[config.mk]
export PLATFORM = sky130hd
export DESIGN_NAME = gf256_field_arithmetic_unit_core
export DESIGN_NICKNAME = d
export VERILOG_FILES = /design/src/gfau_pkg.sv /design/src/gf256_field_arithmetic_unit_core.sv /design/src/gfau_mul_serial.sv /design/src/gfau_inv_serial.sv
export SDC_FILE = /design/constraint.sdc
export NUM_CORES = 1
export LEC_CHECK = 0
export ABC_AREA = 1
export BUFFER_PORTS_ARGS = -buffer_cell sky130_fd_sc_hd__buf_2
export CORE_ASPECT_RATIO = 1.1
export CORE_MARGIN = 1.5
export CORE_UTILIZATION = 40
export DETAILED_ROUTE_END_ITERATION = 6
export MAX_ROUTING_LAYER = met4
export PLACE_DENSITY = 0.64
export REMOVE_ABC_BUFFERS = 1
export SKIP_CTS_REPAIR_TIMING = 1
export SLEW_MARGIN = 10
export SYNTH_ARGS = -nofsm -noshare
export SYNTH_HDL_FRONTEND = slang
export SYNTH_SLANG_ARGS = --single-unit
[constraint.sdc]
create_clock -name i_clk -period 3.95 [get_ports i_clk]
set_input_delay 0.79 -clock i_clk [delete_from_list [all_inputs] [get_ports i_clk]]
set_output_delay 0.79 -clock i_clk [all_outputs]
set_load 0.005 [all_outputs]
[src/gfau_pkg.sv]
// ============================================================================
// gfau_pkg
// Shared types, constants and helper functions of the GF(2^8) arithmetic unit.
// ============================================================================
package gfau_pkg;

    // Reduction polynomial x^8 + x^4 + x^3 + x + 1.
    localparam logic [8:0] GF_POLY = 9'h11B;
    localparam logic [7:0] GF_POLY_LOW = 8'h1B;

    localparam logic [1:0] CMD_ADD = 2'd0;
    localparam logic [1:0] CMD_MUL = 2'd1;
    localparam logic [1:0] CMD_INV = 2'd2;

    typedef enum logic {
        S_IDLE,
        S_RUN
    } t_state;

    // Status returned by a serial unit to the controller.
    typedef struct packed {
        logic       done;
        logic [7:0] result;
    } t_unit_status;

    // Multiply a field element by x, reducing modulo the field polynomial.
    function automatic logic [7:0] f_xtime(input logic [7:0] value);
        logic [7:0] shifted;
        shifted = {value[6:0], 1'b0};
        f_xtime = value[7] ? (shifted ^ GF_POLY_LOW) : shifted;
    endfunction

    // Divide a field element by x, adding the polynomial first when it is odd.
    function automatic logic [7:0] f_half(input logic [7:0] value);
        logic [7:0] summed;
        summed = value ^ GF_POLY_LOW;
        f_half = value[0] ? {1'b1, summed[7:1]} : {1'b0, value[7:1]};
    endfunction

    // Degree of a nonzero 9-bit polynomial (0 for the zero polynomial).
    function automatic logic [3:0] f_degree(input logic [8:0] value);
        logic [3:0] deg;
        deg = 4'd0;
        for (int i = 0; i < 9; i++) begin
            if (value[i]) begin
                deg = 4'(i);
            end
        end
        f_degree = deg;
    endfunction

endpackage

[src/gf256_field_arithmetic_unit_core.sv]
// ============================================================================
// gf256_field_arithmetic_unit_core
// GF(2^8) add, multiply and inverse unit over the polynomial 0x11B.
// ============================================================================
// Usage: an input transaction (i_valid / o_ready) carries a command and two
// byte operands; an output transaction (o_valid / i_ready) returns one byte.
// Command add returns a XOR b, multiply returns the reduced product, inverse
// returns the inverse of operand a (zero maps to zero). The reserved command
// returns zero.
// One transaction is processed at a time. Add and reserved results are
// computed at acceptance; multiply runs the bit-serial multiplier, one bit
// of b per cycle; the inverter marks the inverse of zero done on start, and
// any other inverse runs the binary Euclid loop that does one shift or one
// add per cycle. Each result then goes into the output register. o_ready
// rises in the same cycle as o_valid, so a new transaction cannot start
// before the last one has reached the output register.
// A finished result sits in an output register, so o_ready rises again while
// the result still waits; a stalled receiver only holds the next result in
// the unit until the output register frees up.
// Reset (synchronous, active low) empties the output register and returns
// the controller to idle; no clearing pass is needed.
// ============================================================================
module gf256_field_arithmetic_unit_core (
    input  logic       i_clk,
    input  logic       i_rst_n,
    input  logic       i_valid,
    output logic       o_ready,
    input  logic [1:0] i_command,
    input  logic [7:0] i_operand_a,
    input  logic [7:0] i_operand_b,
    output logic       o_valid,
    input  logic       i_ready,
    output logic [7:0] o_field_result
);

    gfau_pkg::t_state r_state, n_state;

    // Command of the transaction in flight and the result of the add and reserved commands.
    logic [1:0] r_cmd, n_cmd;
    logic [7:0] r_quick, n_quick;

    logic       r_out_valid, n_out_valid;
    logic [7:0] r_result, n_result;

    logic       w_accept;
    logic       w_start_mul;
    logic       w_start_inv;
    logic       w_sel_done;
    logic [7:0] w_sel_result;

    gfau_pkg::t_unit_status w_mul_status;
    gfau_pkg::t_unit_status w_inv_status;

    assign w_accept    = i_valid && o_ready;
    assign w_start_mul = w_accept && (i_command == gfau_pkg::CMD_MUL);
    assign w_start_inv = w_accept && (i_command == gfau_pkg::CMD_INV);

    gfau_mul_serial u_mul (
        .i_clk    (i_clk),
        .i_rst_n  (i_rst_n),
        .i_start  (w_start_mul),
        .i_a      (i_operand_a),
        .i_b      (i_operand_b),
        .o_status (w_mul_status)
    );

    gfau_inv_serial u_inv (
        .i_clk    (i_clk),
        .i_rst_n  (i_rst_n),
        .i_start  (w_start_inv),
        .i_a      (i_operand_a),
        .o_status (w_inv_status)
    );

    // Pick the completion flag and value of the unit serving the current command.
    always_comb begin
        unique case (r_cmd)
            gfau_pkg::CMD_MUL: begin
                w_sel_done   = w_mul_status.done;
                w_sel_result = w_mul_status.result;
            end
            gfau_pkg::CMD_INV: begin
                w_sel_done   = w_inv_status.done;
                w_sel_result = w_inv_status.result;
            end
            default: begin
                w_sel_done   = 1'b1;
                w_sel_result = r_quick;
            end
        endcase
    end

    // The controller: idle takes a transaction, run waits for its result and
    // for room in the output register.
    always_comb begin
        n_state     = r_state;
        n_cmd       = r_cmd;
        n_quick     = r_quick;
        n_result    = r_result;
        n_out_valid = r_out_valid && !i_ready;
        unique case (r_state)
            gfau_pkg::S_IDLE: begin
                if (w_accept) begin
                    n_cmd   = i_command;
                    n_quick = (i_command == gfau_pkg::CMD_ADD) ?
                              (i_operand_a ^ i_operand_b) : 8'h00;
                    n_state = gfau_pkg::S_RUN;
                end
            end
            gfau_pkg::S_RUN: begin
                if (w_sel_done && (!r_out_valid || i_ready)) begin
                    n_result    = w_sel_result;
                    n_out_valid = 1'b1;
                    n_state     = gfau_pkg::S_IDLE;
                end
            end
            default: begin
                n_state = gfau_pkg::S_IDLE;
            end
        endcase
    end

    always_ff @(posedge i_clk) begin
        if (!i_rst_n) begin
            r_state     <= gfau_pkg::S_IDLE;
            r_out_valid <= 1'b0;
            r_cmd       <= gfau_pkg::CMD_ADD;
        end else begin
            r_state     <= n_state;
            r_out_valid <= n_out_valid;
            r_cmd       <= n_cmd;
        end
        r_quick  <= n_quick;
        r_result <= n_result;
    end

    assign o_ready        = (r_state == gfau_pkg::S_IDLE);
    assign o_valid        = r_out_valid;
    assign o_field_result = r_result;

endmodule

[src/gfau_mul_serial.sv]
// ============================================================================
// gfau_mul_serial
// Bit-serial GF(2^8) multiplier: one bit of operand b per cycle.
// ============================================================================
module gfau_mul_serial (
    input  logic                   i_clk,
    input  logic                   i_rst_n,
    input  logic                   i_start,
    input  logic [7:0]             i_a,
    input  logic [7:0]             i_b,
    output gfau_pkg::t_unit_status o_status
);

    logic [7:0] r_acc, n_acc;
    logic [7:0] r_x, n_x;
    logic [7:0] r_y, n_y;
    logic [2:0] r_cnt, n_cnt;
    logic       r_busy, n_busy;
    logic       r_done, n_done;

    always_comb begin
        n_acc  = r_acc;
        n_x    = r_x;
        n_y    = r_y;
        n_cnt  = r_cnt;
        n_busy = r_busy;
        n_done = r_done;
        if (i_start) begin
            n_acc  = 8'h00;
            n_x    = i_a;
            n_y    = i_b;
            n_cnt  = 3'd0;
            n_busy = 1'b1;
            n_done = 1'b0;
        end else if (r_busy) begin
            n_acc = r_y[0] ? (r_acc ^ r_x) : r_acc;
            n_x   = gfau_pkg::f_xtime(r_x);
            n_y   = {1'b0, r_y[7:1]};
            n_cnt = r_cnt + 3'd1;
            if (r_cnt == 3'd7) begin
                n_busy = 1'b0;
                n_done = 1'b1;
            end
        end
    end

    always_ff @(posedge i_clk) begin
        if (!i_rst_n) begin
            r_busy <= 1'b0;
            r_done <= 1'b0;
            r_cnt  <= 3'd0;
        end else begin
            r_busy <= n_busy;
            r_done <= n_done;
            r_cnt  <= n_cnt;
        end
        r_acc <= n_acc;
        r_x   <= n_x;
        r_y   <= n_y;
    end

    assign o_status.done   = r_done;
    assign o_status.result = r_acc;

endmodule

[src/gfau_inv_serial.sv]
// ============================================================================
// gfau_inv_serial
// Binary extended-Euclid inverter over GF(2^8): one shift or one add per cycle.
// ============================================================================
module gfau_inv_serial (
    input  logic                   i_clk,
    input  logic                   i_rst_n,
    input  logic                   i_start,
    input  logic [7:0]             i_a,
    output gfau_pkg::t_unit_status o_status
);

    // Invariants: g1 * a == u and g2 * a == v modulo the field polynomial.
    logic [8:0] r_u, n_u;
    logic [8:0] r_v, n_v;
    logic [7:0] r_g1, n_g1;
    logic [7:0] r_g2, n_g2;
    logic [7:0] r_res, n_res;
    logic       r_busy, n_busy;
    logic       r_done, n_done;

    always_comb begin
        n_u    = r_u;
        n_v    = r_v;
        n_g1   = r_g1;
        n_g2   = r_g2;
        n_res  = r_res;
        n_busy = r_busy;
        n_done = r_done;
        if (i_start) begin
            n_u    = {1'b0, i_a};
            n_v    = gfau_pkg::GF_POLY;
            n_g1   = 8'h01;
            n_g2   = 8'h00;
            n_res  = 8'h00;
            n_done = (i_a == 8'h00);
            n_busy = (i_a != 8'h00);
        end else if (r_busy) begin
            if (r_u == 9'd1) begin
                n_res  = r_g1;
                n_busy = 1'b0;
                n_done = 1'b1;
            end else if (r_v == 9'd1) begin
                n_res  = r_g2;
                n_busy = 1'b0;
                n_done = 1'b1;
            end else if (!r_u[0]) begin
                n_u  = {1'b0, r_u[8:1]};
                n_g1 = gfau_pkg::f_half(r_g1);
            end else if (!r_v[0]) begin
                n_v  = {1'b0, r_v[8:1]};
                n_g2 = gfau_pkg::f_half(r_g2);
            end else if (gfau_pkg::f_degree(r_u) > gfau_pkg::f_degree(r_v)) begin
                n_u  = r_u ^ r_v;
                n_g1 = r_g1 ^ r_g2;
            end else begin
                n_v  = r_v ^ r_u;
                n_g2 = r_g2 ^ r_g1;
            end
        end
    end

    always_ff @(posedge i_clk) begin
        if (!i_rst_n) begin
            r_busy <= 1'b0;
            r_done <= 1'b0;
        end else begin
            r_busy <= n_busy;
            r_done <= n_done;
        end
        r_u   <= n_u;
        r_v   <= n_v;
        r_g1  <= n_g1;
        r_g2  <= n_g2;
        r_res <= n_res;
    end

    assign o_status.done   = r_done;
    assign o_status.result = r_res;

endmodule
==> results_dict.tcl <==
set metrics [dict create \
    status "complete, no violations" \
    die_area_um2 13200 \
    synth_ff_type "dfxtp_1" \
    numCtsBuffers 9 \
    row_count 42 \
    start_util_pct 41.3 \
    tightest_slew_ps 739 \
    dieHeight_um 120 \
    drtPass1Iterations 5 \
    nNetsFinal 712 \
    syn_to_final_growth_pct 10.2 \
    grt_setup_unrepaired "no" \
    crit_start "u_inv.r_u[7]$_DFFE_PP_" \
    io_pins 32 \
    final.min_clock_period_ps 2800 \
    final-max-slew-violation-count 0 \
    synth.distinct_cells 35 \
    synth_edf_count 40 \
    ys_async_sr_fraction_pct 0 \
    synth_area_leaders "edfxtp_1, dfxtp_1, nand2_1, nor2_1, o21ai_0" \
    numPortBuffers 31 \
    power_leakage_uw 0.00242 \
    required_ps 4160 \
    yosysSeqAreaShare_pct 45.1 \
    grt.total_usage_pct 18.5 \
    rr_endpoint "u_inv.r_v[8]$_SDFFE_PP1P_" \
    grt_pass1_wl_um 18500 \
    hold_viol_final 0 \
    grt_pass1_vias 3938 \
    netlist_area_um2 5020 \
    end_kind "register" \
    seqPwrFrac_pct 40.9 \
    dp_hpwl_um 8300 \
    ir_worst_vdd_mv 0.249 \
    netSwitchingFraction_pct 36.6 \
    slew_headroom_pct 50.7 \
    pwr-share-comb_pct 31.4 \
    path_clk_slew_ps 70 \
    drive_gt1_share_pct 12.0 \
    grt_max_degree 39 \
    fill_cells 1210 \
    gp_congestion 0.888 \
    clockBufferDepth 2 \
    core-area_um2 12100 \
    cts_tree "yes" \
    power.share.clock_pct 27.7 \
    fmax_ghz 0.357 \
    root_buffer "clkbuf_16" \
    grt_overflow 0 \
    syn_inst 665 \
    htreeDepth 3 \
    via_count 4244 \
    antenna_left 0 \
    ys.warnings.count 0 \
    final_cell_mix "nand2_1, nor2_1, o21ai_0" \
    power.density_nw_per_um2 614 \
    wl_per_cell_um 13.4 \
    drc_errors 0 \
    antenna_found_initial 0 \
    power.switching_uw 1240 \
    final_common_cell "nand2_1" \
    fin_skew_ps 9.13 \
    setup_viol 0 \
    r2r_start "u_inv.r_u[7]$_DFFE_PP_" \
    maxCapViolations 0 \
    worstSetupPathType "reg -> reg" \
    clk_latency_ps 350 \
    routed_wl_um 11200 \
    critical_path_arrival_ps 3010 \
    crit_end "u_inv.r_v[8]$_SDFFE_PP1P_" \
    min-delay-path-class "reg -> reg" \
    p_int_uw 2150 \
    finalPower_uw 3390 \
    via_per_inst 5.05 \
    setup_tns_ps 0 \
    yosys.area.top_type "edfxtp_1" \
    synth_top_area_share_pct 23.9 \
    crit_fanout 12 \
    drt_iter0_markers 242 \
    ys_ff_latch 93 \
    antennaDiodeCount 0 \
    r2r_setup_slack_ps 1150 \
    numClockSinks 93 \
    start_kind "register" \
    finalCritPeriodShare_pct 70.9 \
    die_x_um 110 \
    syn_avg_cell_area_um2 7.54 \
    reg2reg_depth 15 \
]
[flip-flops by register name, summed over array words and instances, names as in the netlist, 2 cells and up]
name / cells
u_mul.r_cnt: 3
u_mul.r_y: 8
u_mul.r_acc: 8
u_inv.r_g1: 8
u_inv.r_res: 8
r_cmd: 2
u_inv.r_g2: 8
o_field_result: 8
u_inv.r_u: 9
u_mul.r_x: 8
r_quick: 8
u_inv.r_v: 9
[worst min path at each step]
stage	from	end	slack, ps	cells after the start
finish	u_mul.r_cnt[1]$_SDFFE_PP0P_	u_mul.r_cnt[1]$_SDFFE_PP0P_	480	2
global route	u_inv.r_v[6]$_SDFFE_PP0P_	u_inv.r_v[6]$_SDFFE_PP0P_	510	2
CTS	u_mul.r_cnt[1]$_SDFFE_PP0P_	u_mul.r_cnt[1]$_SDFFE_PP0P_	480	2
detailed placement	u_mul.r_cnt[1]$_SDFFE_PP0P_	u_mul.r_cnt[1]$_SDFFE_PP0P_	470	2
global placement	u_mul.r_cnt[2]$_SDFFE_PP0P_	u_mul.r_cnt[2]$_SDFFE_PP0P_	460	2
floorplan	u_mul.r_cnt[1]$_SDFFE_PP0P_	u_mul.r_cnt[1]$_SDFFE_PP0P_	440	2
[routing by layer]
metal	up-vias	part of all wire (%)	GRT usage, %
met4	0	1.8	7.71
li1	2194	-	-
met1	1939	48	24.4
met2	97	47	29.1
met5	-	0	-
met3	14	3.3	1.94
[kinds of logic (layout without fill, tap and decap cells)]
group / count (synthesis) / after routing / synth area share (%)
and+or+nand+nor: 312 / 312 / 26.9
AOI/OAI and AO/OA: 140 / 140 / 14.6
buffers and inverters: 95 / 116 / 8.38
DFF: 93 / 93 / 45.1
xor gates and xnor gates: 16 / 16 / 2.79
adders and majority gates: 9 / 9 / 2.24
[cell usage after synthesis (7+ instances only)]
library cell  instances
or2_2                 7
nand2_1             155
a21oi_1              56
buf_2                 8
inv_2                10
dfxtp_1              53
a22oi_1               7
nor2_1              102
ha_1                  9
edfxtp_1             40
clkbuf_1              8
inv_1                56
nor3_1                8
xnor2_1              12
o21ai_0              71
nand3_1              16
[critical path, cell delays in order (launching register included)]
cell	delay (ps)
edfxtp_1	390
inv_1	120
nand2_1	110
nor2_4	220
nor2_1	70
ha_1	300
nand2_1	60
inv_1	40
nand2_1	60
nand2_1	60
nand2_1	320
nor2_1	120
nor2_2	400
inv_2	200
nand2_1	110
nand3_1	80
[through the flow]
step | cells | utilization, % | hold WS [ps] | area [µm²] | worst slack (ps)
4_1_cts | 840 | 45.5 | 476 | 5530 | 1200
2_1_floorplan | 638 | - | 444 | 4850 | 1420
6_report | 840 | 45.5 | 476 | 5530 | 1150
5_1_grt | 840 | 45.5 | 507 | 5530 | 889
3_3_place_gp | 824 | 42.9 | 455 | 5210 | 1150
3_5_place_dp | 824 | 42.9 | 466 | 5210 | 1060
[layout make-up]
type                            count  area (µm²)  share of cell area [%]
Clock buffer                        9         225                    4.07
Clock inverter                      7        96.3                    1.74
Inverter                           68         255                    4.62
Multi-Input combinational cell    477        2330                    42.2
Sequential cell                    93        2260                    40.9
Tap cell                          154         193                    3.48
Timing Repair Buffer               32         163                    2.94
[power groups by stage]
stage	registers (µW)	logic, µW	clock network [µW]
after floorplan	1350	832	0
after global placement	1400	1030	0
after detailed placement	1410	1060	0
after CTS	1390	1070	948
after global routing	1420	1230	983
final	1390	1070	939
No activity file was read; power rests on OpenSTA's default activity.
